**src/sv/tffb_pkg.sv**
```systemverilog
// ----------------------------------------------------------------------------
// tffb_pkg
// Shared types and constants for the tile fetch from bitmap unit.
// ----------------------------------------------------------------------------
`default_nettype none

package tffb_pkg;

	// store and layout constants
	localparam int TFFB_STORE_BYTES  = 4096;
	localparam int MAX_MAP_WIDTH     = 64;
	localparam int TILE_EDGE         = 8;
	localparam int TILE_PIXELS       = TILE_EDGE * TILE_EDGE;

	// field widths
	localparam int LOAD_ADDR_W  = 12;
	localparam int TILE_NUM_W   = 10;
	localparam int WIDTH_W      = 7;
	localparam int LENGTH_W     = 13;
	localparam int POS_W        = 6;

	// divider, product and address widths
	localparam int STRIDE_W = WIDTH_W + 3;
	localparam int PROD_W   = STRIDE_W + TILE_NUM_W;
	localparam int TL_W     = PROD_W + 4;
	localparam int LIMIT_W  = 17;

	// apb port
	localparam int APB_ADDR_W = 4;
	localparam int APB_DATA_W = 32;

	// register indexes
	localparam logic [1:0] REG_MODE   = 2'd0;
	localparam logic [1:0] REG_WIDTH  = 2'd1;
	localparam logic [1:0] REG_LENGTH = 2'd2;

	// opcodes
	localparam logic OP_LOAD  = 1'b0;
	localparam logic OP_FETCH = 1'b1;

	// register reset values
	localparam logic [WIDTH_W-1:0]  WIDTH_RESET  = 7'd1;
	localparam logic [LENGTH_W-1:0] LENGTH_RESET = 13'd4096;

	typedef struct packed {
		logic                    opcode;
		logic [LOAD_ADDR_W-1:0]  load_address;
		logic [7:0]              load_byte;
		logic [TILE_NUM_W-1:0]   tile_num;
	} item_t;

	typedef struct packed {
		logic [7:0]       pixel_value;
		logic [POS_W-1:0] pixel_position;
		logic             fetch_error;
		logic             last;
	} result_t;

	typedef struct packed {
		logic                mode_8bpp;
		logic [WIDTH_W-1:0]  map_width_tiles;
		logic [LENGTH_W-1:0] buffer_length;
	} cfg_t;

	// controller to datapath
	typedef struct packed {
		logic load_wr;
		logic div_init;
		logic div_step;
		logic mul;
		logic load_base;
		logic pix_read;
		logic emit_err;
	} dp_cmd_t;

	// datapath to controller
	typedef struct packed {
		logic width_zero;
		logic range_err;
		logic last_pix;
	} dp_status_t;

endpackage

`default_nettype wire

```
**src/sv/tffb_regs.sv**
```systemverilog
// ----------------------------------------------------------------------------
// tffb_regs
// APB configuration registers: pixel depth, map width, buffer length.
// ----------------------------------------------------------------------------
`default_nettype none

module tffb_regs
	import tffb_pkg::*;
(
	input  wire logic                  clk,
	input  wire logic                  arst_n,
	input  wire logic                  psel,
	input  wire logic                  penable,
	input  wire logic                  pwrite,
	input  wire logic [APB_ADDR_W-1:0] paddr,
	input  wire logic [APB_DATA_W-1:0] pwdata,
	output logic      [APB_DATA_W-1:0] prdata,
	output logic                       pready,
	output cfg_t                       cfg
);

	logic                mode_q;
	logic [WIDTH_W-1:0]  width_q;
	logic [LENGTH_W-1:0] length_q;
	logic                wr_en;
	logic [1:0]          reg_sel;
	logic [WIDTH_W-1:0]  width_in;
	logic [WIDTH_W-1:0]  width_sat;

	assign pready   = 1'b1;
	assign wr_en    = psel && penable && pwrite;
	assign reg_sel  = paddr[3:2];
	assign width_in = pwdata[WIDTH_W-1:0];

	// widths above the maximum saturate
	assign width_sat = ({2'b00, width_in} > 9'(MAX_MAP_WIDTH)) ?
		WIDTH_W'(MAX_MAP_WIDTH) : width_in;

	always_ff @(posedge clk or negedge arst_n) begin
		if (!arst_n) begin
			mode_q   <= 1'b0;
			width_q  <= WIDTH_RESET;
			length_q <= LENGTH_RESET;
		end else if (wr_en) begin
			case (reg_sel)
				REG_MODE:   mode_q   <= pwdata[0];
				REG_WIDTH:  width_q  <= width_sat;
				REG_LENGTH: length_q <= pwdata[LENGTH_W-1:0];
				default: ;
			endcase
		end
	end

	always_comb begin
		case (reg_sel)
			REG_MODE:   prdata = {31'd0, mode_q};
			REG_WIDTH:  prdata = {25'd0, width_q};
			REG_LENGTH: prdata = {19'd0, length_q};
			default:    prdata = '0;
		endcase
	end

	assign cfg.mode_8bpp       = mode_q;
	assign cfg.map_width_tiles = width_q;
	assign cfg.buffer_length   = length_q;

endmodule

`default_nettype wire

```
**config.mk**
```make
export PLATFORM = sky130hd
export DESIGN_NAME = tffb_regs
export DESIGN_NICKNAME = d
export VERILOG_FILES = /design/src/sv/tffb_pkg.sv /design/src/sv/tffb_regs.sv
export SDC_FILE = /design/constraint.sdc
export NUM_CORES = 1
export LEC_CHECK = 0
export ABC_AREA = 1
export BUFFER_PORTS_ARGS = -buffer_cell sky130_fd_sc_hd__buf_2
export CORE_MARGIN = 1.5
export CORE_UTILIZATION = 32
export CTS_CLUSTER_DIAMETER = 120
export DETAILED_ROUTE_END_ITERATION = 10
export GPL_TIMING_DRIVEN = 0
export HOLD_SLACK_MARGIN = 0.1
export MAX_ROUTING_LAYER = met4
export PLACE_DENSITY_LB_ADDON = 0.12
export SETUP_SLACK_MARGIN = 0.4
export SLEW_MARGIN = 20
export SYNTH_ARGS = -nofsm -noshare
export SYNTH_HDL_FRONTEND = slang
export SYNTH_SLANG_ARGS = --single-unit
```
**constraint.sdc**
```tcl
create_clock -name clk -period 0.8 [get_ports clk]
set_clock_uncertainty 0.05 [all_clocks]
set_input_delay 0.12 -clock clk [delete_from_list [all_inputs] [get_ports clk]]
set_output_delay 0.12 -clock clk [all_outputs]
set_load 0.05 [all_outputs]
```
==> results by group <==
Final layout
  – Fin nets: between 200 and 300
  – Diode count: 0
  – Fillers: between 200 and 300
  – Multi-input combinational cell area: around 640 um^2
  – Syn-to-layout area delta: 106%
  – Share of layout cells above drive strength 1: about three quarters
  – Reg area: 551 um^2
  – Finished Layout Cells: 304

GRT
  – GRT Overall Usage: 17.7%
  – Largest net degree at the start of global routing: 22
  – Remaining Overflow, GRT: 0
  – First-pass GRT wire length: roughly 5700 um
  – Vias in the first global route: 1215
  – Initial antenna violation count: 0

Clocking
  – CTS tree: yes
  – Clk_lat worst skew: roughly 260 ps
  – H-tree Lvls: 1
  – Clock sinks: 21
  – Num CTS Buffers: 3
  – Bufs on Longest Clock Path: 2
  – CTS Root Cell: clkbuf_8
  – Clk slew on worst S/H paths: around 80 ps

Flow run
  – Max cap viols: 0

Critical path
  – WP buf/inv: 1
  – Worst EP required: 630 ps
  – Critical path depth: 3
  – Crit-path max FO: 2
  – R2r worst-path depth: 3
  – Flop2flop setup slack: -140 ps
  – Worst path max stage delay: about 540 ps
  – Top delay family on crit path: flip-flops
  – Setup crit end kind: primary output
  – Crit path arrival time: about 1200 ps
  – Worst path slowest cell: dfstp_2
  – CP cell instances: nand2_2, o211ai_1, buf_4
  – Startpoint Class: flop
  – WS Path Type: reg -> out

Power and ir drop
  – Switch Pwr: between 2000 and 3000 uW
  – Clock power frac: between 10% and 20%
  – PD cells: roughly 2400 mW/mm^2
  – Leakage power: ~0.0012 uW
  – Pint: ~3300 uW
  – Part of the power in registers: between 20% and 30%
  – VDD IR max: 1.18 mV
  – Gate power share: between 60% and 70%
  – Switching share of power: approximately 45%

Drt
  – Final wirelength: around 3600 um
  – Vias: 1264
  – DR WL/cell: about 12 um
  – Via-to-Cell Ratio: approximately 4.2
  – DRT Pass-1 Iters: 4
  – Post-DRT Antenna Nets: 0
  – Drt initial violations: 56
  – Residual DRC: 0

Place
  – Global placer's final weighted congestion: between 0.7 and 0.8
  – Placed cells: between 200 and 300
  – Final HPWL DP: between 2000 and 2500 um
  – Count of buffers from port buffering: 53
  – Place WS: -623 ps

Die
  – Initial Utilization: 33.5%
  – Io pins: 95
  – Full die area: between 0.004 and 0.005 mm^2
  – Die Wd: 65.2 um
  – Die H: about 65 um
  – Row count: 22
  – Core Box Area: approximately 0.0037 mm^2

Run status
  – Failing checks: hold timing, setup timing
  – Run status: complete, but fails checks

Yosys
  – Post-synthesis sequential area ratio: ~43%
  – FF+latch count, synth: 21
  – Yosys warning total: 0
  – Netlist cell types: 22
  – Post-Syn Area: between 0.001 and 0.0015 mm^2
  – Post-synthesis cell count: approximately 150
  – Synth Area per Inst: 8.42 um^2

Timing
  – Final min period: approximately 1300 ps
  – Final slew viol count: 0
  – Highest clock rate: about 750 MHz
  – Final setup violation count: 38
  – Post-route setup slack: -536 ps
  – Aggregate negative setup slack: -11380 ps
  – RSZ-0062 raised after global routing: yes
  – Fin crit share: 167%
  – Final hold viol count: 19
  – Hold Slack: -251 ps

Worst hold path
  – Worst hold path type: in -> async
==> cell usage in the layout, fill, tap and decap left out, drive strengths merged <==
cell    netlist  routed
buf          24     111
nand2        30      30
o21ai        23      23
inv          23      22
conb          2      20
dfrtp        19      19
nor2         11      11
nand3         6       6
o22ai         3       3
clkbuf        0       3
nor3          2       2
dfstp         2       2
clkinv        0       2
o211ai        1       1
or2           1       1
==> worst paths after layout <==
check | startpoint | to
min in group clk | pwdata[11] | length_q[11]
worst min register to register | width_q[4] | width_q[4]
worst max register to register | length_q[12] | length_q[12]
worst max-delay path | width_q[0] | prdata[0]
worst min-delay path | arst_n | length_q[6]
max in group asynchronous | arst_n | length_q[8]
==> per-layer routing <==
| metal | GRT usage [%] | routed length [um] |
|---|---|---|
| met1 | 22.1 | 1480 |
| met5 | - | 0 |
| met4 | 2.34 | 19 |
| met2 | 31.3 | 1900 |
| met3 | 2.74 | 199 |
==> cell type report <==
cell class              count  share of cell area, %
inverters                  23                   3.98
repair buffers             87                   36.9
clock inverters             1                  0.197
flip-flops and latches     21                   21.6
plain buffers              24                   8.01
well taps                  48                   2.36
clock buffers               3                   1.62
multi-input cells          97                   25.3
==> power groups by stage <==
stage               Sequential, uW  Combinational, uW  Clock [uW]
floorplan                     2350               1140           0
global route                  1610               3870         774
CTS                           1560               3260         714
finish                        1570               3700         721
global placement              1540               2420           0
detailed placement            1540               2430           0
==> synth_stat cells (all sizes together) <==
library cell	instances	share of area, %
nand2	30	10
inv	23	7.0
conb	2	0.61
nor2	11	5.3
nor3	2	0.81
o211ai	1	0.61
nand3	6	3.4
buf	24	15
o22ai	3	1.5
o21ai	23	12
or2	1	0.51
dfstp	2	4.2
dfrtp	19	38
==> per-stage QoR <==
step / area (um^2) / util [%] / total power [uW]
3_3_place_gp: 1750 / 47.5 / 3960
4_1_cts: 2360 / 64.1 / 5530
3_5_place_dp: 1750 / 47.5 / 3970
5_1_grt: 2540 / 69.0 / 6250
6_report: 2540 / 69.0 / 5990
2_1_floorplan: 1430 / - / 3490
==> registers in the layout, summed over array words and instances (netlist names) <==
signal / cells
width_q: 7
length_q: 13
mode_q: 1
==> kinds of logic (layout without fill, tap and decap cells) <==
kind of cell / after synthesis / after routing / synth area share, %
simple gates: 50 / 50 / 20.3
buf+inv: 47 / 138 / 21.9
compound gates: 27 / 27 / 14.5
flops: 21 / 21 / 42.7
other cells: 2 / 20 / 0.607
==> timing repair <==
action	in CTS	in global routing
pin swaps	9	4
hold endpoints to repair	36	32
endpoints found under the setup margin	55	55
gates resized for setup	100	31
buffers inserted	24	8
cloned	2	0
No activity file was read; power rests on OpenSTA's default activity.
