### config.mk
export PLATFORM = sky130hd
export DESIGN_NAME = tffb_ctrl
export DESIGN_NICKNAME = d
export VERILOG_FILES = /design/src/sv/tffb_pkg.sv /design/src/sv/tffb_ctrl.sv
export SDC_FILE = /design/constraint.sdc
export NUM_CORES = 1
export LEC_CHECK = 0
export BUFFER_PORTS_ARGS = -buffer_cell sky130_fd_sc_hd__buf_2
export CORE_AREA = 2 2 39 41
export DETAILED_ROUTE_END_ITERATION = 8
export DIE_AREA = 0 0 41 43
export PLACE_DENSITY = 0.56
export REMOVE_ABC_BUFFERS = 1
export SYNTH_ARGS = -nofsm -noshare
export SYNTH_HDL_FRONTEND = slang
export SYNTH_SLANG_ARGS = --single-unit
### constraint.sdc
create_clock -name clk -period 1.6 [get_ports clk]
set_input_delay 0.16 -clock clk [delete_from_list [all_inputs] [get_ports clk]]
set_output_delay 0.16 -clock clk [all_outputs]
set_load 0.01 [all_outputs]
### src/sv/tffb_pkg.sv
// ----------------------------------------------------------------------------
// tffb_pkg
// Shared types and constants for the tile fetch from bitmap unit.
// ----------------------------------------------------------------------------
`default_nettype none

package tffb_pkg;

	// store and layout constants
	localparam int TFFB_STORE_BYTES  = 4096;
	localparam int MAX_MAP_WIDTH     = 64;
	localparam int TILE_EDGE         = 8;
	localparam int TILE_PIXELS       = TILE_EDGE * TILE_EDGE;

	// field widths
	localparam int LOAD_ADDR_W  = 12;
	localparam int TILE_NUM_W   = 10;
	localparam int WIDTH_W      = 7;
	localparam int LENGTH_W     = 13;
	localparam int POS_W        = 6;

	// divider, product and address widths
	localparam int STRIDE_W = WIDTH_W + 3;
	localparam int PROD_W   = STRIDE_W + TILE_NUM_W;
	localparam int TL_W     = PROD_W + 4;
	localparam int LIMIT_W  = 17;

	// apb port
	localparam int APB_ADDR_W = 4;
	localparam int APB_DATA_W = 32;

	// register indexes
	localparam logic [1:0] REG_MODE   = 2'd0;
	localparam logic [1:0] REG_WIDTH  = 2'd1;
	localparam logic [1:0] REG_LENGTH = 2'd2;

	// opcodes
	localparam logic OP_LOAD  = 1'b0;
	localparam logic OP_FETCH = 1'b1;

	// register reset values
	localparam logic [WIDTH_W-1:0]  WIDTH_RESET  = 7'd1;
	localparam logic [LENGTH_W-1:0] LENGTH_RESET = 13'd4096;

	typedef struct packed {
		logic                    opcode;
		logic [LOAD_ADDR_W-1:0]  load_address;
		logic [7:0]              load_byte;
		logic [TILE_NUM_W-1:0]   tile_num;
	} item_t;

	typedef struct packed {
		logic [7:0]       pixel_value;
		logic [POS_W-1:0] pixel_position;
		logic             fetch_error;
		logic             last;
	} result_t;

	typedef struct packed {
		logic                mode_8bpp;
		logic [WIDTH_W-1:0]  map_width_tiles;
		logic [LENGTH_W-1:0] buffer_length;
	} cfg_t;

	// controller to datapath
	typedef struct packed {
		logic load_wr;
		logic div_init;
		logic div_step;
		logic mul;
		logic load_base;
		logic pix_read;
		logic emit_err;
	} dp_cmd_t;

	// datapath to controller
	typedef struct packed {
		logic width_zero;
		logic range_err;
		logic last_pix;
	} dp_status_t;

endpackage

`default_nettype wire

### src/sv/tffb_ctrl.sv
// ----------------------------------------------------------------------------
// tffb_ctrl
// Sequencer for loads and tile fetches: divide, multiply, check, stream.
// ----------------------------------------------------------------------------
`default_nettype none

module tffb_ctrl
	import tffb_pkg::*;
(
	input  wire logic       clk,
	input  wire logic       arst_n,
	input  wire logic       start,
	input  wire logic       opcode,
	input  wire dp_status_t status,
	output dp_cmd_t         cmd,
	output logic            busy
);

	localparam logic [2:0] S_IDLE  = 3'd0;
	localparam logic [2:0] S_DIV   = 3'd1;
	localparam logic [2:0] S_MUL   = 3'd2;
	localparam logic [2:0] S_CHECK = 3'd3;
	localparam logic [2:0] S_RUN   = 3'd4;
	localparam logic [2:0] S_ERR   = 3'd5;

	localparam logic [3:0] DIV_LAST = 4'(TILE_NUM_W - 1);

	logic [2:0] state_q;
	logic [2:0] state_nxt;
	logic [3:0] div_cnt_q;

	always_comb begin
		state_nxt = state_q;
		cmd       = '0;
		case (state_q)
			S_IDLE: begin
				if (start) begin
					if (opcode == OP_LOAD) begin
						cmd.load_wr = 1'b1;
					end else if (status.width_zero) begin
						state_nxt = S_ERR;
					end else begin
						cmd.div_init = 1'b1;
						state_nxt    = S_DIV;
					end
				end
			end
			S_DIV: begin
				cmd.div_step = 1'b1;
				if (div_cnt_q == DIV_LAST) begin
					state_nxt = S_MUL;
				end
			end
			S_MUL: begin
				cmd.mul   = 1'b1;
				state_nxt = S_CHECK;
			end
			S_CHECK: begin
				if (status.range_err) begin
					state_nxt = S_ERR;
				end else begin
					cmd.load_base = 1'b1;
					state_nxt     = S_RUN;
				end
			end
			S_RUN: begin
				cmd.pix_read = 1'b1;
				if (status.last_pix) begin
					state_nxt = S_IDLE;
				end
			end
			S_ERR: begin
				cmd.emit_err = 1'b1;
				state_nxt    = S_IDLE;
			end
			default: begin
				state_nxt = S_IDLE;
			end
		endcase
	end

	always_ff @(posedge clk or negedge arst_n) begin
		if (!arst_n) begin
			state_q   <= S_IDLE;
			div_cnt_q <= '0;
		end else begin
			state_q <= state_nxt;
			if (state_q == S_DIV) begin
				div_cnt_q <= div_cnt_q + 4'd1;
			end else begin
				div_cnt_q <= '0;
			end
		end
	end

	assign busy = (state_q != S_IDLE);

endmodule

`default_nettype wire

==> results of run 1 <==
## cell families after synthesis
logic type                 Yosys count  share of synthesized area, %
xor gates and xnor gates             2                          4.31
and+or+nand+nor                     24                          35.1
adders and majority gates            2                          6.15
DFF                                  7                          43.1
buffers and inverters                5                          7.38
AOI/OAI and AO/OA                    3                          4.00
## layer usage
metal | vias up | track usage (%) | wire (um)
met5 | - | 0 | 0
met2 | 7 | 15.0 | 352
met4 | 0 | 2.00 | 0
li1 | 183 | - | -
met1 | 161 | 17.3 | 359
met3 | 0 | 3.14 | 24
## worst max-delay path by stage
stage	from	endpoint	slack, ns	cells after the start
2_1_floorplan	div_cnt_q[1]	state_q[0]	0.25	5
3_3_place_gp	div_cnt_q[1]	state_q[0]	0.23	5
3_5_place_dp	div_cnt_q[1]	state_q[0]	0.18	5
4_1_cts	state_q[1]	cmd[6]	0.10	5
5_1_grt	state_q[1]	cmd[6]	0.01	5
6_report	state_q[1]	cmd[6]	0.11	5
## power by group
group          internal [mW]  leakage, nW  switching [mW]
combinational          0.126        0.147           0.141
clock                 0.0947       0.0150          0.0588
sequential             0.237       0.0886          0.0733
## area by class of cell
class | instances | share of cell area (%)
inverter | 3 | 2.16
tap | 16 | 3.84
timing repair buffer | 16 | 16.8
multi-input combinational | 31 | 38.6
sequential | 7 | 33.6
clock buffer | 4 | 5.04
## synthesized netlist by cell type (2+ instances only)
cell and count:
nand3_1 2, nor3b_1 3, ha_1 2, dfrtp_1 7, nor3_1 2, inv_1 2
nand2_1 5, nor2_1 5
## stage by stage
stage / area [um2] / setup WS (ns)
6_report: 522 / 0.113
5_1_grt: 522 / 0.0112
4_1_cts: 522 / 0.103
3_5_place_dp: 485 / 0.181
3_3_place_gp: 485 / 0.226
2_1_floorplan: 388 / 0.249
## flip-flops by register name, summed over array words and instances, names as in the netlist
name	flops
state_q	3
div_cnt_q	4
## worst register-to-register path, cell delays in order (launching register included)
cell and delay [ns]:
dfrtp_1 0.39, inv_1 0.06, ha_1 0.13, nand2_1 0.05
or4b_1 0.48, and4_1 0.19
==> summary.md, run 1 <==
| Metric | Value |
|---|---|
| WHS | roughly 0.18 ns |
| Max Root-Sink Buffers | 2 |
| Largest net degree at the start of global routing | 12 |
| Post-synth top area cell | dfrtp_1 |
| CTS H-tree depth | 1 |
| FFs w/ async S/R, synth | 100% |
| Reg clk slew, reported paths | around 0.050 ns |
| Critical Path AT | 1.33 ns |
| Crit-path max FO | 10 |
| Worst path required time | about 1.4 ns |
| Final hold vios | 0 |
| Count of final setup violators | 0 |
| Cell area after synthesis | about 410 um2 |
| Final GP Congestion | 0.749 |
| Layout cells sized above 1 | about 33% |
| Seq/Total Area, Yosys | between 40% and 50% |
| Synth cell types | 23 |
| Synth Area per Inst | around 9.5 um2 |
| Port Buffers | 14 |
| IO Count | 15 |
| R2R depth | 5 |
| Post-synthesis sequential element count | 7 |
| Critical path, cell by cell | buf_4, nor2_4, nand2_1, nor3b_1, buf_2 |
| GR Overflow Total | 0 |
| Initial antenna violation count | 0 |
| RSZ-0062 raised after global routing | false |
| Hold Crit Depth | 3 |
| # diodes | 0 |
| Crit-path max cell delay | ~0.37 ns |
| Commonest non-fill, non-tap cells in the layout | buf_2 (14), dfrtp_1 (7), nor2_1 (5), nand2_1 (5) |
| DRC errors left | 0 |
| Hold endpoint | state_q[2] |
| Placed cell count | a little over 70 |
| Area Growth Syn to Fin | 28.3% |
| Vias in the first global route | 323 |
| Leakage power | around 0.25 nW |
| R2R Path Start | div_cnt_q[1] |
| Vias per cell | approximately 4.6 |
| Initial drt markers | 5 |
| Routed via count | roughly 350 |
| Slew at the pin with the worst max-slew slack | around 0.34 ns |
| Final non-filler cell total | between 70 and 80 |
| Rows | 14 |
| Post-route ant nets | 0 |
| FF+latch area | 175 um2 |
| Clock Skew | 0.00118 ns |
| Overall die height | approximately 43 um |
| Cts repair resizes | 0 |
| First-pass GRT wire length | around 1.4 mm |
| Max-slew headroom | 77.2% |
| Overall Power | 730 uW |
| Synth top area share | about 43% |
| Worst Setup Start Kind | flop |
| Die area | roughly 0.0018 mm2 |
| Filler instances | between 100 and 150 |
| Critical register-to-register path endpoint | state_q[0] |
| Most common cell after layout, fill and taps aside | buf_2 |
| Slew Limit Fails | 0 |
| Final period utilization | 92.9% |
| Hold Path Class | in2reg |
| Multi-input logic area | just over 200 um2 |
| CTS tree | done |
| Top delay family on crit path | simple AND/OR/NAND/NOR gates |
| Crit end category | output port |
| Final setup TNS | 0 ns |
| Syn Inst Count | 43 |
| Gr usage total | between 10 and 15% |
| Core Util, Final | ~38% |
| Worst Path Buf+Inv | 2 |
| DP Wirelength | approximately 580 um |
| Post-cts hold buffer count | 1 |
| Peak Freq | ~0.67 GHz |
| Setup Fix Bufs, Post-CTS | 0 |
| Tmin final | about 1.5 ns |
| Top cells by area, synth | dfrtp_1 (43%), ha_1 (6.2%), nor3b_1 (5.5%) |
| Synth warn | 0 |
| Hold Crit Start | start |
| Initial core utilization | ~30% |
| Critical path class | reg2out |
| CTS buffer count | 3 |
| Wire per inst | about 9.6 um |
| Post-synth EDFFs | 0 |
| Max Cap Violations | 0 |
| Critical-path top delay cell | dfrtp_1 |
| Die Wd | 41 um |
| Cell Pwr Density | roughly 1400 mW/mm2 |
| Worst VDD drop | roughly 0.72 mV |
| Flop2flop setup slack | ~0.18 ns |
| Initial DRT Pass Iterations | 4 |
| Ys flop type | dfrtp_1 |
| Core box area | between 0.001 and 0.0015 mm2 |
| Final net count | about 70 |
| DRT Wirelength | between 700 and 800 um |
| Clock Tree Root | clkbuf_4 |
| Later-pin clock latency in the skew report | 0.24 ns |
| Status | finished clean |
| CTS sink count | 7 |
No activity file was read; power rests on OpenSTA's default activity.
==> inputs of run 2 (changes only) <==
--- a/config.mk
+++ b/config.mk
@@ -6,9 +6,9 @@
 export NUM_CORES = 1
 export LEC_CHECK = 0
 export BUFFER_PORTS_ARGS = -buffer_cell sky130_fd_sc_hd__buf_2
-export CORE_AREA = 2 2 39 41
+export CORE_AREA = 5 5 42 44
 export DETAILED_ROUTE_END_ITERATION = 8
-export DIE_AREA = 0 0 41 43
+export DIE_AREA = 0 0 47 49
 export PLACE_DENSITY = 0.56
 export REMOVE_ABC_BUFFERS = 1
 export SYNTH_ARGS = -nofsm -noshare
==> summary.md, run 2 (same netlist as run 1, synthesis figures left out) <==
| Metric | Value |
|---|---|
| Final GP Congestion | 0.716 (was 0.749) |
| Worst path required time | 1.44 ns (about the same) |
| Most common cell after layout, fill and taps aside | buf_2 (unchanged) |
| Port Buffers | 14 (unchanged) |
| Initial antenna violation count | 0 (unchanged) |
| Filler instances | 166 (was 146) |
| Clock Skew | 0.00661 ns (was 0.00118 ns) |
| Largest register FFs | 4 (unchanged) |
| Final setup TNS | 0 ns (unchanged) |
| Rows | 14 (unchanged) |
| Worst Setup Start Kind | flop (unchanged) |
| Status | finished clean (unchanged) |
| CTS tree | done (unchanged) |
| Crit end category | output port (unchanged) |
| Die Wd | 47 um (was 41 um) |
| Post-route ant nets | 0 (unchanged) |
| Area Growth Syn to Fin | 29.8% (was 28.3%) |
| First-pass GRT wire length | 1.50 mm (was 1.39 mm) |
| Reg clk slew, reported paths | 0.05 ns (about the same) |
| Peak Freq | 0.700 GHz (was 0.673 GHz) |
| Slew at the pin with the worst max-slew slack | 0.241 ns (was 0.342 ns) |
| Final hold vios | 0 (unchanged) |
| Layout cells sized above 1 | 36.1% (was 32.8%) |
| Die area | 0.00230 mm2 (was 0.00176 mm2) |
| Final period utilization | 89.3% (was 92.9%) |
| Max Cap Violations | 0 (unchanged) |
| Gr usage total | 8.81% (was 11.1%) |
| Top Registers | div_cnt_q (4), state_q (3) (unchanged) |
| GR Overflow Total | 0 (unchanged) |
| Critical path class | reg2out (unchanged) |
| WHS | 0.171 ns (was 0.178 ns) |
| RSZ-0062 raised after global routing | false (unchanged) |
| Final non-filler cell total | 77 (unchanged) |
| CTS buffer count | 3 (unchanged) |
| Wire per inst | 10.6 um (was 9.56 um) |
| Crit-path max cell delay | 0.48 ns (was 0.37 ns) |
| DRC errors left | 0 (unchanged) |
| Final net count | 71 (unchanged) |
| CTS sink count | 7 (unchanged) |
| Initial DRT Pass Iterations | 3 (was 4) |
| Most flop-heavy register | div_cnt_q (unchanged) |
| Clock Tree Root | clkbuf_4 (unchanged) |
| Critical-path top delay cell | dfrtp_2 (was dfrtp_1) |
| Later-pin clock latency in the skew report | 0.25 ns (was 0.24 ns) |
| Leakage power | 0.252 nW (was 0.251 nW) |
| Hold Path Class | in2reg (unchanged) |
| Initial core utilization | 29.0% (was 29.4%) |
| Worst VDD drop | 0.556 mV (was 0.718 mV) |
| Slew Limit Fails | 0 (unchanged) |
| Core box area | 0.00140 mm2 (was 0.00138 mm2) |
| IO Count | 15 (unchanged) |
| Routed via count | 357 (was 351) |
| Vias in the first global route | 364 (was 323) |
| Crit-path max FO | 11 (was 10) |
| Overall die height | 49 um (was 43 um) |
| Largest net degree at the start of global routing | 12 (unchanged) |
| Count of final setup violators | 0 (unchanged) |
| Max Root-Sink Buffers | 2 (unchanged) |
| Critical Path AT | 1.27 ns (was 1.33 ns) |
| CTS H-tree depth | 1 (unchanged) |
| Commonest non-fill, non-tap cells in the layout | buf_2 (14), dfrtp_1 (6), nor2_1 (5), nand2_1 (5), clkbuf_4 (3) (was buf_2 (14), dfrtp_1 (7), nor2_1 (5), nand2_1 (5)) |
| FF+latch area | 176 um2 (was 175 um2) |
| Overall Power | 737 uW (was 730 uW) |
| Initial drt markers | 8 (was 5) |
| Cell Pwr Density | 1400 mW/mm2 (about the same) |
| Vias per cell | 4.64 (was 4.56) |
| DRT Wirelength | 815 um (was 736 um) |
| Placed cell count | 72 (unchanged) |
| # diodes | 0 (unchanged) |
| Multi-input logic area | 206 um2 (was 201 um2) |
| Critical path, cell by cell | nor2_4, nand2_1, nor3_1, buf_2 (was buf_4, nor2_4, nand2_1, nor3b_1, buf_2) |
| Max-slew headroom | 83.7% (was 77.2%) |
| DP Wirelength | 602 um (was 576 um) |
| Tmin final | 1.43 ns (was 1.49 ns) |
run 2: cell count changes in the layout (fill, tap and decap cells not counted):
cell     previous run  this run
nor3b_1             3         2
nor3b_2             0         1
dfrtp_1             7         6
dfrtp_2             0         1
run 2: final timing paths:
kind | slack, ns | to | startpoint | cells after the start
min in group asynchronous | 0.27 | div_cnt_q[2] | arst_n | 2
hold reg to reg | 0.50 | div_cnt_q[0] | div_cnt_q[0] | 1
setup reg to reg | 0.21 | state_q[0] | div_cnt_q[1] | 5
setup / recovery | 0.17 | cmd[5] | state_q[0] | 4
hold / removal | 0.17 | state_q[2] | start | 3
max in group asynchronous | 1.17 | state_q[0] | arst_n | 2
run 2: layer usage:
layer,vias up,GRT usage (%),part of all wire [%]
met5,-,0,0
met4,0,4.15,0
met3,0,3.32,4.0
met2,5,12.9,53
met1,170,11.1,42
li1,182,-,-
run 2: cell type report:
class,instances,area share (%)
Clock buffer,4,4.98
Inverter,3,2.13
Multi-Input combinational cell,31,39.1
Sequential cell,7,33.4
Tap cell,16,3.79
Timing Repair Buffer,16,16.6
run 2: what timing repair did:
| action | CTS | global route |
|---|---|---|
| hold buffers | 1 | 0 |
| hold endpoints to repair | 7 | 0 |
| resized for setup | 0 | 2 |
| endpoints found under the setup margin | 0 | 2 |
| buffers inserted | 0 | 0 |
run 2: power breakdown:
group          switching, mW  total [mW]  internal [mW]
Combinational          0.137       0.263          0.126
Clock                 0.0648       0.160         0.0952
Sequential            0.0756       0.314          0.239
Total                  0.277       0.737          0.460
run 2: critical path: cells and delay by family, from the launching register on:
kind,cells,cell delay (ns)
AND/OR/NAND/NOR,3,0.38
flip-flops,1,0.48
buffers and inverters,1,0.15
run 2: per-stage QoR:
step / setup slack [ns] / cell area [um2] / util, %
3_3_place_gp: 0.229 / 485 / 34.6
5_1_grt: 0.0427 / 528 / 37.7
6_report: 0.172 / 528 / 37.7
3_5_place_dp: 0.198 / 485 / 34.6
2_1_floorplan: 0.249 / 388 / -
4_1_cts: 0.103 / 522 / 37.2
